--- config.mk ---
export PLATFORM = sky130hd
export DESIGN_NAME = ece_skid_flat
export DESIGN_NICKNAME = d
export VERILOG_FILES = /design/src/sv/ece_pkg.sv /design/src/sv/ece_ease_if.sv /design/src/sv/ece_skid.sv /design/src/flat_wrapper.sv
export SDC_FILE = /design/constraint.sdc
export NUM_CORES = 1
export LEC_CHECK = 0
export ABC_AREA = 1
export ABC_CLOCK_PERIOD_IN_PS = 2190
export BUFFER_PORTS_ARGS = -buffer_cell sky130_fd_sc_hd__buf_2
export CAP_MARGIN = 20
export CORE_ASPECT_RATIO = 1.2
export CORE_MARGIN = 2
export CORE_UTILIZATION = 50
export CTS_CLUSTER_DIAMETER = 150
export DETAILED_ROUTE_END_ITERATION = 10
export GPL_TIMING_DRIVEN = 1
export PLACE_DENSITY = 0.77
export SYNTH_ARGS = -nofsm -noshare
export SYNTH_HDL_FRONTEND = slang
export SYNTH_SLANG_ARGS = --single-unit
--- constraint.sdc ---
create_clock -name clk -period 2.19 [get_ports clk]
set_clock_uncertainty 0.2 [all_clocks]
set_input_delay 0.1095 -clock clk [delete_from_list [all_inputs] [get_ports clk]]
set_output_delay 0.1095 -clock clk [all_outputs]
set_load 0.005 [all_outputs]
--- src/sv/ece_pkg.sv ---
// Shared types, constants and the rounding multiplier of the ease curve block.
// No dependencies; every file but the assertion macros refers to it by scoped names.
`default_nettype none

package ece_pkg;

  localparam int TIME_W  = 17;
  localparam int EASE_W  = 17;
  localparam int IN_FRAC = 16;
  localparam int MUL_W   = 31;

  localparam logic [EASE_W-1:0] IN_ONE = 17'h10000;

  // How an item is resolved: by the curve, or directly at either end.
  typedef enum logic [1:0] {
    EC_SOLVE,
    EC_ZERO,
    EC_ONE
  } ece_class_t;

  typedef struct packed {
    logic       valid;
    ece_class_t cls;
  } ece_ctrl_t;

  // Fixed-point product with fb fraction bits, rounded half up.
  function automatic logic [MUL_W-1:0] fx_mul(input logic [MUL_W-1:0] x,
                                              input logic [MUL_W-1:0] y,
                                              input int unsigned      fb);
    logic [2*MUL_W-1:0] p;
    p = (2*MUL_W)'(x) * (2*MUL_W)'(y);
    p = p + ((2*MUL_W)'(1) << (fb - 1));
    return MUL_W'(p >> fb);
  endfunction

endpackage

`default_nettype wire

--- src/sv/ece_ease_if.sv ---
// Output channel of the ease curve block: valid/ready plus one eased value.
// Depends on ece_pkg for the field width.
`default_nettype none

interface ece_ease_if;
  logic                         valid;
  logic                         ready;
  logic [ece_pkg::EASE_W-1:0]   eased_out;

  modport source (output valid, output eased_out, input ready);
  modport sink   (input valid, input eased_out, output ready);
endinterface

`default_nettype wire

--- src/sv/ece_skid.sv ---
// Output register with a spare slot, so the pipeline keeps moving after the
// consumer stalls until the spare fills. Depends on ece_pkg and ece_ease_if.
`default_nettype none

module ece_skid (
  input  logic                         clk,
  input  logic                         rst,
  input  logic                         push,
  input  logic [ece_pkg::EASE_W-1:0]   data,
  output logic                         room,
  ece_ease_if.source                   ease_ch
);

  logic                        out_valid;
  logic [ece_pkg::EASE_W-1:0]  out_data;
  logic                        spare_valid;
  logic [ece_pkg::EASE_W-1:0]  spare_data;
  logic                        pop;

  assign pop               = out_valid && ease_ch.ready;
  assign room              = !spare_valid;
  assign ease_ch.valid     = out_valid;
  assign ease_ch.eased_out = out_data;

  always_ff @(posedge clk) begin
    if (rst) begin
      out_valid   <= 1'b0;
      spare_valid <= 1'b0;
    end else if (spare_valid) begin
      // drain the spare first; nothing is pushed meanwhile
      if (pop) begin
        out_data    <= spare_data;
        spare_valid <= 1'b0;
      end
    end else if (!out_valid || pop) begin
      out_valid <= push;
      out_data  <= data;
    end else if (push) begin
      spare_valid <= 1'b1;
      spare_data  <= data;
    end
  end

endmodule

`default_nettype wire

--- src/flat_wrapper.sv ---
// flat-port wrapper written by rule: the top's interface ports become plain ports
module ece_skid_flat 
  (clk, rst, push, data, room, ease_ch_valid, ease_ch_eased_out, ease_ch_ready);
  ece_ease_if ease_ch_i ();
  input  logic clk;
  input  logic rst;
  input  logic push;
  input  logic [ece_pkg::EASE_W-1:0] data;
  output logic room;
  output wire logic [$bits(ease_ch_i.valid)-1:0] ease_ch_valid;
  output wire logic [$bits(ease_ch_i.eased_out)-1:0] ease_ch_eased_out;
  input wire logic [$bits(ease_ch_i.ready)-1:0] ease_ch_ready;
  assign ease_ch_valid = ease_ch_i.valid;
  assign ease_ch_eased_out = ease_ch_i.eased_out;
  assign ease_ch_i.ready = ease_ch_ready;
  ece_skid u_core (.clk(clk), .rst(rst), .push(push), .data(data), .room(room), .ease_ch(ease_ch_i));
endmodule
## After elaboration in Yosys (flattened, before gate mapping)

Index checks and enable logic that the tools add are counted.

- Register bits: 36
- Input bits: 21
- Output and inout port bits: 19
- Word-level logic and storage cells: 23

- Equality and inequality tests: 1
- Muxes and demuxes: 7
- Bitwise logic cells: 3
- Reduce and logical (&&, ||, !) cells: 8

Operators by type and width:

| operator | number |
|---|---|
| two-way mux 17 bit | 3 |
| two-way mux 1 bit | 4 |
| AND reduction 4 bit | 1 |
| inverter 1 bit | 3 |
| AND reduction 3 bit | 1 |
| zero test 1 bit | 2 |
| inequality test 2 bit, second input constant | 1 |
| AND reduction 2 bit | 1 |
| nonzero test 2 bit | 1 |
| logical AND 1 bit | 1 |
| logical OR 1 bit | 1 |

## Longest topological paths before layout

- Depth in word-level cells: 4
- Depth in mapped cells: 5

## Least setup slack after synthesis

No wires, ideal clock.

- Path type: register -> register
- Start: reg u_core.spare_valid
- End: reg u_core.out_data, in the netlist u_core.ease_ch.eased_out[0] (enable)
- Setup time: 0.391 ns
- Arrival time: 1.294 ns
- Data required time: 1.599 ns
- Slack: 0.305 ns
- Cell stages (with the launch flop): 5
- Clock period less this slack: 1.885 ns
- Cell sequence: dfxtp_1 > inv_1 > buf_6 > o21ai_2 > nor2_1

- Longest elaborated chain between the ends: 2
- Elaborated cells between the ends (all ways): 3
- Classes of those cells: 1 x eq/ne; 2 x reduce/logical

Ends and longest elaborated chain:

| item | line | text |
|---|---|---|
| start, declared | ece_skid.sv:16 | `logic spare_valid;` |
| start signal, assigned | ece_skid.sv:28 | `spare_valid <= 1'b0;` |
| start signal, assigned | ece_skid.sv:33 | `spare_valid <= 1'b0;` |
| start signal, assigned | ece_skid.sv:39 | `spare_valid <= 1'b1;` |
| inequality test 2 bit (no source line) or nonzero test 2 bit (tied branches) | n/a |  |
| AND reduction 3 bit (no source line) (*) | n/a |  |
| end signal, assigned | ece_skid.sv:32 | `out_data <= spare_data;` |
| end signal, assigned | ece_skid.sv:37 | `out_data <= data;` |
| end, declared | ece_skid.sv:15 | `logic [ece_pkg::EASE_W-1:0] out_data;` |

Every way passes the cells marked *; elsewhere a longest branch is shown, timed or not.
A chain may end at the register's enable or synchronous reset.

## Final worst setup path

- Start: reg u_core.spare_valid
- End: reg u_core.out_valid (netlist: u_core.ease_ch.valid)

- Longest elaborated chain between the ends: 2

Ends and longest elaborated chain:

| item | line | text |
|---|---|---|
| inverter 1 bit (no source line) | n/a |  |
| AND reduction 2 bit (no source line) | n/a |  |
| end signal, assigned | ece_skid.sv:36 | `out_valid <= push;` |
| end, declared | ece_skid.sv:14 | `logic out_valid;` |

Every way passes these cells.

==> flow_summary.toml <==
[detailed_routing]
drt_iter0_drc = 41
drt-pass1-iter-count = 4
drc_errors = 0
routedWlPerCell_um = 12.6
viasPerCell = 4.59
ant_nets = 0
wl_um = 2620
via_count = 955

[floorplan]
rows = 21
fp.dieH_um = 62.0
die-area_sq_um = 3250
core_region_area_sq_um = 2730
initial_core_util_pct = 51.3
ioPinCount = 40
die_w_um = 52.4

[logic_synthesis]
synth.area.mux_share_pct = 0
synth-simple-area-share_pct = 19.0
synth_top_family_by_area = "simple AND/OR/NAND/NOR gates"
synth_compound_area_share_pct = 0.624
syn-instance-count = 107
synth_nets = 128
synthAdderAreaFrac_pct = 0
syn_area_sq_um = 1400
ys_warn_count = 0
avgSynthCellArea_sq_um = 13.1
synth_cell_type_count = 13
ys_seq_elements = 36
synth-xor-area-share_pct = 0
synth.yosys.seq_area_share_pct = 75.6

[sta]
finalWorstPathRequiredPeriod_ns = 1.96
rsz0062_at_grt = "no"
max_freq_mhz = 510
drv_slew = 0
worst_pin_slew_ns = 0.613
hold_viol = 0
fin_crit_sh_pct = 89.6
whs_ns = 0.299
max-slew-margin-rel_pct = 59.1
fin_tns_setup_ns = 0
final-setup-viol-count = 0

[finish]
drive_above_1_share_pct = 35.6
fillers = 204
antenna_cells = 0
area_growth_pct = 34.3
final_core_util_pct = 69.0
nets = 194

[worst_setup_path]
critPathMaxFanout = 19
critPathLaunchType = "flip-flop"
end_kind = "flip-flop"
crit_required_ns = 2.22
crit_type = "flip-flop to flip-flop"
critical_path_arrival_ns = 1.99
worst-r2r-setup-slack_ns = 0.23

[global_route]
antenna_found_initial = 0
first_global_vias = 938
grt_util_all_layers_pct = 18.3
grt_overflow = 0
grt_pass1_wl_um = 4000
grt_max_degree = 20

[pwr]
p_per_area_nw_per_um2 = 690
p_leak_nw = 0.822
clkPwrFrac_pct = 27.6
seq_power_share_pct = 61.6
p_int_mw = 1.02
combPwrFrac_pct = 10.8
switching_share_pct = 21.5
peakVddDrop_v = 0.000671
power.switching_uw = 279

[clocking]
cts_tree = "built"
cts_resized = 0
root_buffer = "clkbuf_4"
insertion_delay_ns = 0.33
clk_path_buf_depth = 2
cts_sinks = 36
h-tree-depth = 2
cts_buffers = 5
clk_pin_slew_worst_paths_ns = 0.10

[placed_design]
place_congestion = 0.747
io_buffers = 39
dp_hpwl_um = 1600

[job]
cap_violations = 0

[outcome]
status = "finished clean"

[worst_hold_path]
min_path_type = "primary input to flip-flop"
## cells in the mapped netlist
library cell | number | area, sq um
nor2_4 | 1 | 11.3
buf_6 | 2 | 22.5
buf_2 | 1 | 5.00
nand3_1 | 2 | 10.0
nand2_1 | 43 | 161
inv_1 | 4 | 15.0
edfxtp_1 | 34 | 1020
buf_12 | 1 | 20.0
nor2_1 | 4 | 15.0
inv_2 | 1 | 3.75
o21ai_2 | 1 | 8.76
nand2_2 | 11 | 68.8
dfxtp_1 | 2 | 40.0
## kinds of logic after synthesis
| family | after synthesis |
|---|---|
| flip-flops | 36 |
| AO/OA/AOI/OAI | 1 |
| AND/OR/NAND/NOR | 61 |
| buffers and inverters | 9 |
## registers in the layout, indices dropped and copies added (netlist names)
| register | count |
|---|---|
| u_core.spare_valid | 1 |
| u_core.ease_ch.valid | 1 |
| u_core.spare_data | 17 |
| u_core.ease_ch.eased_out | 17 |
## cells in the final DEF (no fill, tap or decap)
| cell | instances |
|---|---|
| dlygate4sd3_1 | 21 |
| nor2_4 | 1 |
| inv_2 | 1 |
| nand2_1 | 43 |
| nand3_1 | 2 |
| nand2_2 | 11 |
| buf_4 | 3 |
| o21ai_2 | 1 |
| clkbuf_4 | 5 |
| dfxtp_1 | 2 |
| clkbuf_8 | 1 |
| edfxtp_1 | 34 |
| inv_1 | 4 |
| buf_2 | 39 |
| clkbuf_1 | 2 |
| nor2_1 | 4 |
## critical path, stage by stage (launching register included)
cell and delay (ns):
dfxtp_1 0.32, buf_4 0.21, inv_1 0.11, buf_4 0.24, nand2_2 0.07, nor2_1 0.10, nor2_1 0.05, dlygate4sd3_1 0.56
## metrics by stage
stage	cell area, sq um	setup WS, ns	std cells	power, mW
2_1_floorplan	1400	0.305	107	0.873
3_3_place_gp	1620	0.571	179	0.922
3_5_place_dp	1620	0.488	179	0.928
4_1_cts	1880	0.230	208	1.30
5_1_grt	1880	0.155	208	1.36
6_report	1880	0.228	208	1.30
## final cells by class
class,instances,area [sq um],share of cell area (%)
multi-input cells,62,275,14.6
repair buffers,63,428,22.7
clock buffers,8,58.8,3.12
well taps,34,42.5,2.26
flip-flops and latches,36,1060,56.3
inverters,5,18.8,0.996
## per-layer routing
layer | global-route usage [%] | up-vias | part of all wire, %
li1 | - | 482 | -
met1 | 17.6 | 437 | 36
met2 | 33.6 | 27 | 58
met3 | 6.94 | 9 | 4.0
met4 | 9.89 | 0 | 2.8
met5 | 0 | - | 0
## repair_timing
| item | in CTS | in global routing |
|---|---|---|
| setup buffers | 0 | 0 |
| hold buffers | 21 | 0 |
| hold endpoints to repair | 36 | 0 |
## power by group through the flow
| stage | clock network [mW] | logic [mW] | registers, mW |
|---|---|---|---|
| final | 0.359 | 0.140 | 0.800 |
| after global routing | 0.403 | 0.157 | 0.803 |
| after CTS | 0.361 | 0.140 | 0.801 |
| after detailed placement | 0 | 0.111 | 0.817 |
| after global placement | 0 | 0.107 | 0.815 |
| after floorplan | 0 | 0.0516 | 0.821 |
## final timing paths
path,from,to,depth (start not counted)
max,u_core.spare_valid,u_core.ease_ch.valid,7
min,data[1],u_core.spare_data[1],2
max reg2reg,u_core.spare_valid,u_core.ease_ch.valid,7
min reg2reg,u_core.spare_data[14],u_core.ease_ch.eased_out[14],2
Power figures use the tool's default switching activity.
