[src/sv/ece_pkg.sv]
// Shared types, constants and the rounding multiplier of the ease curve block.
// No dependencies; every file but the assertion macros refers to it by scoped names.
`default_nettype none

package ece_pkg;

  localparam int TIME_W  = 17;
  localparam int EASE_W  = 17;
  localparam int IN_FRAC = 16;
  localparam int MUL_W   = 31;

  localparam logic [EASE_W-1:0] IN_ONE = 17'h10000;

  // How an item is resolved: by the curve, or directly at either end.
  typedef enum logic [1:0] {
    EC_SOLVE,
    EC_ZERO,
    EC_ONE
  } ece_class_t;

  typedef struct packed {
    logic       valid;
    ece_class_t cls;
  } ece_ctrl_t;

  // Fixed-point product with fb fraction bits, rounded half up.
  function automatic logic [MUL_W-1:0] fx_mul(input logic [MUL_W-1:0] x,
                                              input logic [MUL_W-1:0] y,
                                              input int unsigned      fb);
    logic [2*MUL_W-1:0] p;
    p = (2*MUL_W)'(x) * (2*MUL_W)'(y);
    p = p + ((2*MUL_W)'(1) << (fb - 1));
    return MUL_W'(p >> fb);
  endfunction

endpackage

`default_nettype wire

[src/sv/ece_yeval.sv]
// Evaluates the y polynomial at the solved parameter and forms the result.
// Five register stages; depends on ece_pkg.
`default_nettype none

module ece_yeval #(
  parameter int FRAC_BITS = 16
) (
  input  logic                         clk,
  input  logic                         rst,
  input  logic                         adv,
  input  ece_pkg::ece_ctrl_t           ctl_i,
  input  logic [FRAC_BITS:0]           u_i,
  input  logic [FRAC_BITS:0]           v_i,
  output logic                         valid_o,
  output logic [ece_pkg::EASE_W-1:0]   eased_o
);

  localparam int W   = FRAC_BITS + 1;
  localparam int PW  = FRAC_BITS + 3;
  localparam int MW  = ece_pkg::MUL_W;
  localparam int UP  = (FRAC_BITS >= ece_pkg::IN_FRAC) ? FRAC_BITS - ece_pkg::IN_FRAC : 0;
  localparam int DN  = (FRAC_BITS < ece_pkg::IN_FRAC) ? ece_pkg::IN_FRAC - FRAC_BITS : 0;
  localparam int RW  = FRAC_BITS + 4 + DN;
  localparam int RND = (1 << UP) >> 1;
  localparam logic [W-1:0] TENTH = W'(((64'd1 << FRAC_BITS) + 64'd5) / 64'd10);

  ece_pkg::ece_ctrl_t c1, c2, c3, c4;
  logic [W-1:0]       u1, v1, vv1, uu1;
  logic [W-1:0]       p1, p2, p3;
  logic [W-1:0]       q3, p2_3, p3_3;
  logic [PW-1:0]      y4;

  logic [RW-1:0]               conv;
  logic [ece_pkg::EASE_W-1:0]  sat;
  logic [ece_pkg::EASE_W-1:0]  eased_next;

  always_comb begin
    conv = ((RW'(y4) + RW'(RND)) >> UP) << DN;
    sat  = (conv > RW'(ece_pkg::IN_ONE)) ? ece_pkg::IN_ONE : ece_pkg::EASE_W'(conv);
    unique case (c4.cls)
      ece_pkg::EC_SOLVE: eased_next = sat;
      ece_pkg::EC_ONE:   eased_next = ece_pkg::IN_ONE;
      ece_pkg::EC_ZERO:  eased_next = '0;
      default:           eased_next = '0;
    endcase
  end

  always_ff @(posedge clk) begin
    if (rst) begin
      c1      <= '0;
      c2      <= '0;
      c3      <= '0;
      c4      <= '0;
      valid_o <= 1'b0;
    end else if (adv) begin
      c1      <= ctl_i;
      c2      <= c1;
      c3      <= c2;
      c4      <= c3;
      valid_o <= c4.valid;
    end
  end

  always_ff @(posedge clk) begin
    if (adv) begin
      u1   <= u_i;
      v1   <= v_i;
      vv1  <= W'(ece_pkg::fx_mul(MW'(v_i), MW'(v_i), FRAC_BITS));
      uu1  <= W'(ece_pkg::fx_mul(MW'(u_i), MW'(u_i), FRAC_BITS));
      p1   <= W'(ece_pkg::fx_mul(MW'(vv1), MW'(u1), FRAC_BITS));
      p2   <= W'(ece_pkg::fx_mul(MW'(v1), MW'(uu1), FRAC_BITS));
      p3   <= W'(ece_pkg::fx_mul(MW'(uu1), MW'(u1), FRAC_BITS));
      // the second control point has y = 1, so that product is p2 itself
      q3   <= W'(ece_pkg::fx_mul(MW'(p1), MW'(TENTH), FRAC_BITS));
      p2_3 <= p2;
      p3_3 <= p3;
      y4   <= PW'(3) * PW'(q3) + PW'(3) * PW'(p2_3) + PW'(p3_3);
      eased_o <= eased_next;
    end
  end

endmodule

`default_nettype wire

[config.mk]
export PLATFORM = sky130hd
export DESIGN_NAME = ece_yeval
export DESIGN_NICKNAME = d
export VERILOG_FILES = /design/src/sv/ece_pkg.sv /design/src/sv/ece_yeval.sv
export SDC_FILE = /design/constraint.sdc
export NUM_CORES = 2
export LEC_CHECK = 0
export BUFFER_PORTS_ARGS = -buffer_cell sky130_fd_sc_hd__buf_2
export CORE_ASPECT_RATIO = 1.75
export CORE_MARGIN = 4
export CORE_UTILIZATION = 40
export DETAILED_ROUTE_END_ITERATION = 8
export SYNTH_ARGS = -nofsm -noshare
export SYNTH_HDL_FRONTEND = slang
export SYNTH_SLANG_ARGS = --single-unit
export TNS_END_PERCENT = 5
[constraint.sdc]
create_clock -name clk -period 11.6 [get_ports clk]
set_input_delay 0.58 -clock clk [delete_from_list [all_inputs] [get_ports clk]]
set_output_delay 0.58 -clock clk [all_outputs]
set_load 0.02 [all_outputs]
### Word level (Yosys, flattened, before mapping)

Cells that the tools add are included.

| cells by class | value |
|---|---|
| add/sub/neg operators | 8 |
| multiply operators | 8 |
| div/mod/pow operators | 0 |
| $lt $le $gt $ge | 1 |
| equality and inequality tests | 1 |
| shift operators | 0 |
| multiplexer cells | 2 |
| bitwise operators | 0 |
| reduce and logical (&&, ||, !) cells | 1 |

Operators with widths:

| kind | number |
|---|---|
| $add 33x16->33 const B | 5 |
| $mul 17x17->33 | 5 |
| $mul 2x17->19 const A | 2 |
| $pmux 17 s2 | 1 |
| $add 30x16->31 const B | 1 |
| $mul 17x12->29 const B | 1 |
| $add 19x17->19 | 1 |
| $add 19x19->19 | 1 |
| $gt 19x17->1 const B | 1 |
| $mux 17 | 1 |
| $eq 2x2->1 const B | 1 |
| $logic_not 2->1 | 1 |

| word-level totals | value |
|---|---|
| bits in registers | 219 |
| bits in latches | 0 |
| memory bits (writable) | 0 |
| ROM bits | 0 |
| bits of input ports | 40 |
| output and inout port bits | 18 |
| word-level logic and storage cells | 42 |
| memories | 0 |

### Longest topological paths before layout

| depth | value |
|---|---|
| depth in word-level cells | 3 |
| depth in mapped cells | 25 |
| depth with buffers taken out | 25 |

### Worst setup path after synthesis

OpenSTA, ideal clock, no wires.

| path | value |
|---|---|
| kind | input to register |
| start | input port u_i[13] |
| end | register uu1[16], data pin |
| setup time | 260 ps |
| arrival time | 6444 ps |
| required time | 11340 ps |
| slack | 4896 ps |
| stages | 22 |
| path buffers | 1 |
| cell sequence | clkbuf_1 > nand2_1 > fa_1 > fa_1 > fa_1 > inv_1 > fa_1 > fa_1 > inv_1 > fa_1 > inv_1 > ha_1 > a21o_1 > a21o_1 > a221o_1 > a221o_1 > o21a_1 > o21ai_1 > a211oi_1 > a2111o_1 > a21oi_1 > xnor2_1 |

| between the ends | value |
|---|---|
| longest elaborated chain between the ends | 2 |

RTL lines:

| item | line | source |
|---|---|---|
| start, declared | ece_yeval.sv:12 | `input logic [FRAC_BITS:0] u_i,` |
| $mul 17x17->33 | ece_pkg.sv:31 | `p = (2*MUL_W)'(x) * (2*MUL_W)'(y);` |
| $add 33x16->33 | ece_pkg.sv:32 | `p = p + ((2*MUL_W)'(1) << (fb - 1));` |
| end signal, assigned | ece_yeval.sv:69 | `uu1 <= W'(ece_pkg::fx_mul(MW'(u_i), MW'(u_i), FRAC_BITS));` |
| end, declared | ece_yeval.sv:28 | `logic [W-1:0] u1, v1, vv1, uu1;` |

No other way between the ends.
A chain may end at the register's enable or synchronous reset.

### Worst setup path in the final report

| path | value |
|---|---|
| start | register u1[4] |
| end | register p1[12], data pin |

| between the ends | value |
|---|---|
| longest elaborated chain between the ends | 2 |

RTL lines:

| item | line | source |
|---|---|---|
| start, declared | ece_yeval.sv:28 |  |
| start signal, assigned | ece_yeval.sv:66 | `u1 <= u_i;` |
| $mul 17x17->33 | ece_pkg.sv:31 |  |
| $add 33x16->33 | ece_pkg.sv:32 |  |
| end signal, assigned | ece_yeval.sv:70 | `p1 <= W'(ece_pkg::fx_mul(MW'(vv1), MW'(u1), FRAC_BITS));` |
| end, declared | ece_yeval.sv:29 | `logic [W-1:0] p1, p2, p3;` |

No other way between the ends.

==> flow_summary.toml <==
[run_status]
status = "completed"

[logic_synthesis]
avgSynthCellArea_um2 = 9.911
synth.distinct_cells = 66
synth_cells = 5537
synth_flop_cell = "edfxtp_1"
netlist_area_um2 = 54880
syn-num-nets = 7431
synth-edff-count = 204
synth_area_leader_cell = "fa_1"
synth_top_area_frac = 0.4243
yosysWarnings = 0
seq_area_frac_synth = 0.1164
ys_top_cells_by_area = "fa_1 42%, ha_1 16%, edfxtp_1 11%"
synth-seq-cells = 217
async_flop_share = 0

[sta]
tns_ns = 0
finalSetupViolCount = 0
fin_crit_ns = 7.372
rsz0062_at_grt = "no"
period_share = 0.6355
slew_headroom = 0.2448
skew_ns = 0.02727
fmax_mhz = 135.7
tightest_slew_ns = 1.133
finalMaxSlewViolations = 0
hold_viol = 0

[clock_tree]
cts_tree = "yes"
htree_levels = 1
root_buffer = "clkbuf_16"
cts_hold_buf = 0
postCtsSetupBuffers = 0
cts_resized = 0
clkSlewWorstSetupHoldPaths_ns = 0.06
clk_latency_ns = 0.61
cts.sinks = 217
cts-buffers-inserted = 28
cts_buffer_depth = 3

[final_layout]
mostFrequentLayoutCells = "1428 x inv_1, 1163 x fa_1, 691 x ha_1"
syn2layout_area_growth_pct = 5.976
nets = 7396
final_common_cell = "inv_1"
nFillCells = 13449
final_cells = 7337
largest_reg_flops = 19
regMostFlops = "y4"
drive_gt1_frac = 0.03512

[hold_path]
hold_path.class = "input port to register"
min_to = "c1[0]"
min_delay_path_depth = 3
hp-start = "ctl_i[0]"

[global_routing]
antenna_found_initial = 3
grt_max_degree = 91
grt_pass1_vias = 42142
grt-ovfl-total = 0
grt_use_total = 0.1901
grt_pass1_wl_um = 215900

[floorplan]
core-area_um2 = 136200
die_w_um = 288.0
fp.dieH_um = 498.0
io_pins = 58
row_count = 179
start_util = 0.4030
dieArea_um2 = 143400

[setup_path]
rr_startpoint = "u1[4]"
critPathMaxFanout = 22
slowest_stage = "edfxtp_1"
crit_type = "register to register"
worstPathRequired_ns = 11.96
critPathMaxStageDelay_ns = 1.10
start_kind = "register"
worstPathCellList = "buf_4 -> nand2_1 -> fa_1 -> fa_1 -> fa_1 -> inv_1 -> fa_1 -> fa_1 -> inv_1 -> fa_1 -> inv_1 -> ha_1 -> a21o_1 -> a21o_1 -> a21oi_1 -> o211ai_1 -> a31oi_1 -> o21ai_0 -> nand2_1 -> o21bai_1 -> a31o_2 -> xor2_1"
arrival_ns = 7.73
end_kind = "register"
path_common_cell = "fa_1"
r2r_cells = 22
reg2reg_setup_slack_ns = 4.23
r2r-end = "p1[12]"

[detailed_routing]
wl_um = 130900
drcViolationCount = 0
via_per_inst = 4.928
via_count = 36157
detail_route.iter0.violations = 1354
ant_nets = 0
drt_pass1_iterations = 7
avgRoutedWirePerCell_um = 17.84

[placement]
place_inst = 7282
hpwl_um = 106400
io_buffer_count = 57
place_congestion = 0.8674

[flow_run]
cap_violations = 0
-- cell usage after synthesis (all sizes together) (18+ instances only) --
master  count
nor3       23
inv      1428
a21oi      88
fa       1163
o21ai      39
nor2       90
and2      588
nand3      18
o21a       23
clkbuf    177
ha        691
xor2       56
nand2     586
xnor2     102
edfxtp    204
a21o       39
-- worst max-delay path by stage --
stage / from / endpoint / slack, ns / depth (start not counted)
floorplan: u_i[13] / uu1[16] / 4.90 / 22
global placement: u1[4] / p1[12] / 4.29 / 22
detailed placement: u1[4] / p1[12] / 4.21 / 22
CTS: u1[4] / p1[12] / 4.21 / 22
global route: v1[5] / p2[16] / 3.86 / 22
finish: u1[4] / p1[12] / 4.23 / 22
-- critical path, delay by kind of cell (launching register included) --
family | cells | cell delay (ns)
AOI/OAI and AO/OA | 8 | 1.71
DFF | 1 | 1.10
and+or+nand+nor | 2 | 0.31
adders and majority gates | 7 | 3.29
xor gates and xnor gates | 1 | 0.14
buffers and inverters | 4 | 0.56
-- metal layers --
metal	GRT usage	wire length, um	part of all wire	vias to the layer above
li1	-	-	-	16462
met1	0.1998	45810	0.35	18701
met2	0.3820	74970	0.57	683
met3	0.01555	4221	0.032	309
met4	0.07432	5906	0.045	2
met5	0	7	0.000053	-
-- through the flow --
step	cell area, um^2	hold slack, ns	util	setup slack, ns
floorplan	54880	0.4003	-	4.896
global placement	57190	0.4018	0.4200	4.287
detailed placement	57190	0.4045	0.4200	4.211
CTS	58150	0.1733	0.4270	4.209
global route	58150	0.2004	0.4270	3.864
finish	58160	0.2140	0.4271	4.228
-- logic make-up (layout without fill, tap and decap cells) --
logic type | after synthesis | after routing | share of synthesized area
XOR/XNOR | 158 | 158 | 0.02549
buffers and inverters | 1606 | 1593 | 0.1099
multiplexers | 17 | 17 | 0.003169
AND/OR/NAND/NOR | 1407 | 1407 | 0.1298
flip-flops | 217 | 217 | 0.1164
AO/OA/AOI/OAI | 278 | 278 | 0.03347
other | 0 | 3 | 0
adder cells (fa/ha/maj) | 1854 | 1854 | 0.5818
-- final cells by class --
cell class,count,area [um^2],area share
multi-input cells,3714,42460,0.7301
flip-flops and latches,217,6386,0.1098
inverters,1428,5360,0.09217
well taps,1810,2265,0.03894
repair buffers,113,715.7,0.01231
clock buffers,29,704.4,0.01211
clock inverters,23,255.2,0.004389
diodes,3,7.507,0.0001291
Power is not shown: default switching activity piles up to over one toggle a cycle in this logic, so the estimate is an artifact.
