[config.mk]
export PLATFORM = sky130hd
export DESIGN_NAME = ece_cell
export DESIGN_NICKNAME = d
export VERILOG_FILES = /design/src/sv/ece_pkg.sv /design/src/sv/ece_cell.sv
export SDC_FILE = /design/constraint.sdc
export NUM_CORES = 2
export LEC_CHECK = 0
export BUFFER_PORTS_ARGS = -buffer_cell sky130_fd_sc_hd__buf_2
export CAP_MARGIN = 20
export CORE_ASPECT_RATIO = 0.75
export CORE_MARGIN = 2
export CORE_UTILIZATION = 55
export DETAILED_ROUTE_END_ITERATION = 6
export GPL_TIMING_DRIVEN = 0
export PLACE_DENSITY = 0.71
export SLEW_MARGIN = 20
export SYNTH_ARGS = -nofsm -noshare
export SYNTH_HDL_FRONTEND = slang
export SYNTH_SLANG_ARGS = --single-unit
[constraint.sdc]
create_clock -name clk -period 19.8 [get_ports clk]
set_input_delay 1.98 -clock clk [delete_from_list [all_inputs] [get_ports clk]]
set_output_delay 1.98 -clock clk [all_outputs]
set_load 0.02 [all_outputs]
[src/sv/ece_pkg.sv]
// Shared types, constants and the rounding multiplier of the ease curve block.
// No dependencies; every file but the assertion macros refers to it by scoped names.
`default_nettype none

package ece_pkg;

  localparam int TIME_W  = 17;
  localparam int EASE_W  = 17;
  localparam int IN_FRAC = 16;
  localparam int MUL_W   = 31;

  localparam logic [EASE_W-1:0] IN_ONE = 17'h10000;

  // How an item is resolved: by the curve, or directly at either end.
  typedef enum logic [1:0] {
    EC_SOLVE,
    EC_ZERO,
    EC_ONE
  } ece_class_t;

  typedef struct packed {
    logic       valid;
    ece_class_t cls;
  } ece_ctrl_t;

  // Fixed-point product with fb fraction bits, rounded half up.
  function automatic logic [MUL_W-1:0] fx_mul(input logic [MUL_W-1:0] x,
                                              input logic [MUL_W-1:0] y,
                                              input int unsigned      fb);
    logic [2*MUL_W-1:0] p;
    p = (2*MUL_W)'(x) * (2*MUL_W)'(y);
    p = p + ((2*MUL_W)'(1) << (fb - 1));
    return MUL_W'(p >> fb);
  endfunction

endpackage

`default_nettype wire

[src/sv/ece_cell.sv]
// One bisection step on the x polynomial, four register stages deep.
// Depends on ece_pkg (control struct, rounding multiplier).
`default_nettype none

module ece_cell #(
  parameter int FRAC_BITS = 16
) (
  input  logic                  clk,
  input  logic                  rst,
  input  logic                  adv,
  input  ece_pkg::ece_ctrl_t    ctl_i,
  input  logic [FRAC_BITS-1:0]  t_i,
  input  logic [FRAC_BITS:0]    lo_i,
  input  logic [FRAC_BITS:0]    hi_i,
  output ece_pkg::ece_ctrl_t    ctl_o,
  output logic [FRAC_BITS-1:0]  t_o,
  output logic [FRAC_BITS:0]    lo_o,
  output logic [FRAC_BITS:0]    hi_o,
  output logic [FRAC_BITS:0]    u_o,
  output logic [FRAC_BITS:0]    v_o
);

  localparam int W  = FRAC_BITS + 1;
  localparam int PW = FRAC_BITS + 3;
  localparam int MW = ece_pkg::MUL_W;
  localparam logic [W-1:0] ONE = W'(1) << FRAC_BITS;

  ece_pkg::ece_ctrl_t   c1, c2, c3;
  logic [FRAC_BITS-1:0] t1, t2, t3;
  logic [W-1:0]         lo1, lo2, lo3;
  logic [W-1:0]         hi1, hi2, hi3;
  logic [W-1:0]         u1, u2, u3;
  logic [W-1:0]         v1, v2, v3;
  logic [W-1:0]         vv2, uu2;
  logic [W-1:0]         p1, p2, p3;

  logic [W:0]           sum;
  logic [W-1:0]         mid;
  logic [PW-1:0]        q1, q2, px;
  logic                 below;

  always_comb begin
    sum   = (W+1)'(lo_i) + (W+1)'(hi_i);
    mid   = sum[W:1];
    // multiply by a quarter: (p + 2) >> 2 is the rounded product
    q1    = (PW'(p1) + PW'(2)) >> 2;
    q2    = (PW'(p2) + PW'(2)) >> 2;
    px    = PW'(3) * q1 + PW'(3) * q2 + PW'(p3);
    below = px < PW'(t3);
  end

  always_ff @(posedge clk) begin
    if (rst) begin
      c1    <= '0;
      c2    <= '0;
      c3    <= '0;
      ctl_o <= '0;
    end else if (adv) begin
      c1    <= ctl_i;
      c2    <= c1;
      c3    <= c2;
      ctl_o <= c3;
    end
  end

  always_ff @(posedge clk) begin
    if (adv) begin
      // midpoint and its complement
      t1  <= t_i;
      lo1 <= lo_i;
      hi1 <= hi_i;
      u1  <= mid;
      v1  <= ONE - mid;
      // squares
      t2  <= t1;
      lo2 <= lo1;
      hi2 <= hi1;
      u2  <= u1;
      v2  <= v1;
      vv2 <= W'(ece_pkg::fx_mul(MW'(v1), MW'(v1), FRAC_BITS));
      uu2 <= W'(ece_pkg::fx_mul(MW'(u1), MW'(u1), FRAC_BITS));
      // cubic terms
      t3  <= t2;
      lo3 <= lo2;
      hi3 <= hi2;
      u3  <= u2;
      v3  <= v2;
      p1  <= W'(ece_pkg::fx_mul(MW'(vv2), MW'(u2), FRAC_BITS));
      p2  <= W'(ece_pkg::fx_mul(MW'(v2), MW'(uu2), FRAC_BITS));
      p3  <= W'(ece_pkg::fx_mul(MW'(uu2), MW'(u2), FRAC_BITS));
      // narrow the bracket
      t_o  <= t3;
      u_o  <= u3;
      v_o  <= v3;
      lo_o <= below ? u3 : lo3;
      hi_o <= below ? hi3 : u3;
    end
  end

endmodule

`default_nettype wire

Word level (Yosys, flattened, before mapping):

Index checks and enable logic that the tools add are counted.

* input port bits: 56
* logic and storage cells: 54
* register bits after elaboration: 433

* multiply operators: 7
* order comparisons: 1
* add/sub/neg operators: 11
* muxes and demuxes: 2

Operator list (number)
* 33-bit by 16-bit adder with 33-bit output, second input constant: 5
* 17-bit by 17-bit multiplier with 33-bit output: 5
* 17-bit by 2-bit adder with 18-bit output, second input constant: 2
* 2-bit by 16-bit multiplier with 18-bit output, first input constant: 2
* 17-bit 2-to-1 mux: 2
* 18-bit by 18-bit adder with 19-bit output: 1
* 19-bit by 17-bit adder with 19-bit output: 1
* 19-bit by 16-bit less-than comparator with 1-bit output: 1
* 17-bit by 17-bit adder with 18-bit output: 1
* 17-bit subtractor, first input constant: 1

Logic depth before layout (Yosys ltp):

* depth after elaboration: 6
* gate-level depth with buffers: 31
* gate-level depth less buffers: 29

Least setup slack after synthesis:

OpenSTA, ideal clock, no wires.

* path kind: reg-to-reg
* from: register vv2[14]
* to: register p1[16] (data pin)
* data arrival time: 6.346 ns
* path buffers: 2
* data required time: 19.540 ns
* setup slack: 13.195 ns
* setup time: 0.260 ns
* cell stages (with the launch flop): 24
* clock period less this slack: 6.605 ns
* cell sequence: edfxtp_1 -> clkbuf_1 -> clkbuf_1 -> nand2_1 -> fa_1 -> inv_1 -> fa_1 -> inv_1 -> fa_1 -> inv_1 -> fa_1 -> inv_1 -> fa_1 -> fa_1 -> inv_1 -> ha_1 -> a21o_1 -> o211a_1 -> a221oi_2 -> a31oi_1 -> or4_1 -> a31o_2 -> a21oi_1 -> xnor2_1

* longest elaborated chain between the ends: 2

Ends and longest elaborated chain
* start, declared: line ece_cell.sv:34 `logic [W-1:0] vv2, uu2;`
* start signal, assigned: line ece_cell.sv:80 `vv2 <= W'(ece_pkg::fx_mul(MW'(v1), MW'(v1), FRAC_BITS));`
* 17-bit by 17-bit multiplier with 33-bit output: line ece_pkg.sv:31 `p = (2*MUL_W)'(x) * (2*MUL_W)'(y);`
* 33-bit by 16-bit adder with 33-bit output: line ece_pkg.sv:32 `p = p + ((2*MUL_W)'(1) << (fb - 1));`
* end signal, assigned: line ece_cell.sv:88 `p1 <= W'(ece_pkg::fx_mul(MW'(vv2), MW'(u2), FRAC_BITS));`
* end, declared: line ece_cell.sv:35 `logic [W-1:0] p1, p2, p3;`

No other way between the ends.
A chain may end at the register's enable or synchronous reset.

Worst setup path after layout:

* from: register u1[6]
* to: register uu2[15] (data pin)

* longest elaborated chain between the ends: 2

Ends and longest elaborated chain
* start, declared: line ece_cell.sv:32 `logic [W-1:0] u1, u2, u3;`
* start signal, assigned: line ece_cell.sv:72 `u1 <= mid;`
* 17-bit by 17-bit multiplier with 33-bit output: line ece_pkg.sv:31
* 33-bit by 16-bit adder with 33-bit output: line ece_pkg.sv:32
* end signal, assigned: line ece_cell.sv:81 `uu2 <= W'(ece_pkg::fx_mul(MW'(u1), MW'(u1), FRAC_BITS));`
* end, declared: line ece_cell.sv:34

No other way between the ends.

==> run_results.csv <==
group,metric,value,unit
global_route,grt-ovfl-total,0,
timing,fin_skew,0.0405,ns
route,wl_per_cell,20.4,um
timing,rsz0062_at_grt,"false",
global_route,antenna_found_initial,10,
timing,fin_tns_setup,0,ns
floorplanning,core,107000,sq um
synthesis,ys_ff_latch,427,
clocking,cts_root_buffer,"clkbuf_16",
route,viasPerCell,5.33,
finish,regArea,12700,sq um
route,via_count,39900,
floorplanning,die_x,384,um
setup_path,arrival,8.69,ns
finish,syn_to_final_growth,7.02,%
synthesis,seq_area_frac_synth,21.3,%
clocking,post-cts-setup-buffer-count,0,
outcome,outcome,"finished, violations left",
clocking,htreeDepth,2,
setup_path,reg2reg_slack,11.47,ns
timing,fin_crit_sh,42.1,%
placed_design,post-dp-hpwl,126,mm
synthesis,synth_nets,7578,
clocking,clock_path_buffers,3,
setup_path,path_max_fanout,10,
route,drt-initial-drc-count,2927,
clocking,clkSlewWorstSetupHoldPaths,0.07,ns
synthesis,synthDistinctLibCells,68,
route,drtAntennaViolNets,0,
synthesis,synthFlopType,"edfxtp_1",
finish,finalNetCount,7773,
timing,maxSlewViolCount,0,
setup_path,cp-end-kind,"flip-flop",
route,firstDrtPassIters,7,
global_route,grt_usage,28.3,%
synthesis,synthCells,5806,
setup_path,critPathRequiredTime,20.16,ns
job,max_cap_violations,0,
timing,hold_viol_final,0,
timing,max_slew_margin,31.0,%
setup_path,critPathKind,"flip-flop to flip-flop",
synthesis,synth_edf_count,415,
synthesis,ys_warn_count,0,
floorplanning,dieArea,111000,sq um
timing,fmax,120,MHz
floorplanning,rows,104,
clocking,clock_sinks,427,
route,finalWirelength,152,mm
min_path,hold_path_class,"flip-flop to flip-flop",
finish,multi_input_area,40500,sq um
global_route,grt_pass1_wl,239,mm
route,drc,14,
finish,layout-drive-gt1-share,4.49,%
setup_path,startpoint_type,"flip-flop",
global_route,grt_pass1_vias,42400,
clocking,numCtsBuffers,46,
clocking,cts_tree,"done",
placed_design,gp_congestion,0.982,
floorplanning,die_h,289,um
timing,fin_crit,8.33,ns
synthesis,synthArstFlopShare,0,%
finish,n_fill_cell,9128,
global_route,grt_max_degree,109,
synthesis,avgSynthCellArea,10.3,sq um
synthesis,syn-cell-area,59700,sq um
floorplanning,initial_core_util,55.5,%
clocking,ctsResizeCount,0,
outcome,violations,"DRC",
timing,setup-violations-final,0,
clocking,clk_latency,0.64,ns
timing,worstMarginPinSlew,1.04,ns
placed_design,numPortBuffers,142,
floorplanning,io_pins,143,
clocking,cts_hold_buf,0,
==> cell usage in the layout (no fill, tap or decap), types with 42 or more instances in the layout <==
cell,count
clkbuf_16,47
buf_2,141
inv_1,1531
clkbuf_1,195
o21ai_0,42
edfxtp_1,415
and2_1,439
xnor2_1,125
xor2_1,60
a21o_1,43
fa_1,1095
a21oi_1,95
ha_1,621
nand2_1,722
nor2_1,110
==> cells in the mapped netlist (all sizes together) (4+ instances only) <==
cell,count,area share (%)
or3,4,0.042
buf,5,0.075
mux2,37,0.70
nand2,722,4.5
or2,7,0.073
nand3,32,0.27
a21boi,6,0.075
ha,621,13
edfxtp,415,21
o21bai,13,0.16
nor3,32,0.27
a2111oi,5,0.10
a211oi,10,0.13
a41o,4,0.067
xor2,60,0.88
a21oi,96,0.81
xnor2,125,1.8
mux2i,12,0.20
and3,11,0.12
o21ai,44,0.37
nand4,15,0.16
inv,1531,9.6
nor2,110,0.69
o21a,16,0.20
fa,1095,37
clkbuf,187,1.2
o31a,6,0.088
a31oi,8,0.084
a21o,43,0.54
and4,10,0.15
nand2b,12,0.14
and2,439,4.6
nor2b,22,0.23
dfxtp,12,0.40
==> kinds of logic after synthesis <==
| family | Yosys count | share of synthesized area [%] |
|---|---|---|
| multiplexers | 49 | 0.899 |
| buffers and inverters | 1723 | 10.9 |
| AO/OA/AOI/OAI | 278 | 3.05 |
| adder cells (fa/ha/maj) | 1716 | 49.7 |
| XOR/XNOR | 185 | 2.71 |
| AND/OR/NAND/NOR | 1428 | 11.4 |
| flip-flops | 427 | 21.3 |
==> final cells by class <==
class	instances	share of cell area [%]
repair buffers	147	1.31
plain buffers	192	1.17
diodes	2	0.00783
clock buffers	56	1.91
multi-input cells	3656	63.4
clock inverters	30	0.517
flip-flops and latches	427	19.9
well taps	1431	2.80
inverters	1531	9.00
==> path summary, 6_finish.rpt <==
| kind | endpoint | start | cells after the start |
|---|---|---|---|
| max reg2reg | uu2[15] | u1[6] | 24 |
| min reg2reg | hi3[14] | hi2[14] | 0 |
| max | uu2[15] | u1[6] | 24 |
| min | hi3[14] | hi2[14] | 0 |
==> per-layer routing <==
| metal | GRT usage, % | part of all wire, % | vias up |
|---|---|---|---|
| met4 | 7.94 | 3.1 | 2 |
| li1 | - | - | 17800 |
| met5 | 0 | 0.0085 | - |
| met3 | 6.77 | 9.9 | 259 |
| met2 | 43.9 | 44 | 1568 |
| met1 | 40.1 | 43 | 20200 |
==> critical path, stage by stage, from the launching register on <==
cell	delay (ns)
edfxtp_1	0.69
clkbuf_1	0.62
nand2_1	0.24
fa_1	0.58
inv_1	0.05
fa_1	0.49
inv_1	0.05
fa_1	0.52
inv_1	0.05
fa_1	0.48
inv_1	0.06
fa_1	0.48
inv_1	0.05
fa_1	0.45
ha_1	0.33
a21oi_1	0.18
o21ai_0	0.12
a21oi_1	0.37
a2111oi_0	0.27
o41ai_1	0.66
a21oi_1	0.24
o221a_2	0.33
nor3_1	0.22
nor2_1	0.09
a21oi_1	0.42
==> metrics by stage <==
step / instance area (sq um) / util, % / instances / worst slack (ns) / hold WS, ns
after floorplan: 59700 / - / 5806 / 13.19 / 0.400
after global placement: 62200 / 57.9 / 7379 / 10.08 / 0.400
after detailed placement: 62300 / 58.0 / 7384 / 11.57 / 0.405
after CTS: 63900 / 59.4 / 7470 / 11.51 / 0.417
after global routing: 63900 / 59.4 / 7470 / 11.01 / 0.413
final: 63900 / 59.4 / 7472 / 11.47 / 0.408
Power is left out: the tool's default activity adds up to more than one toggle a clock period on the data nets, which glitch-free logic cannot reach.
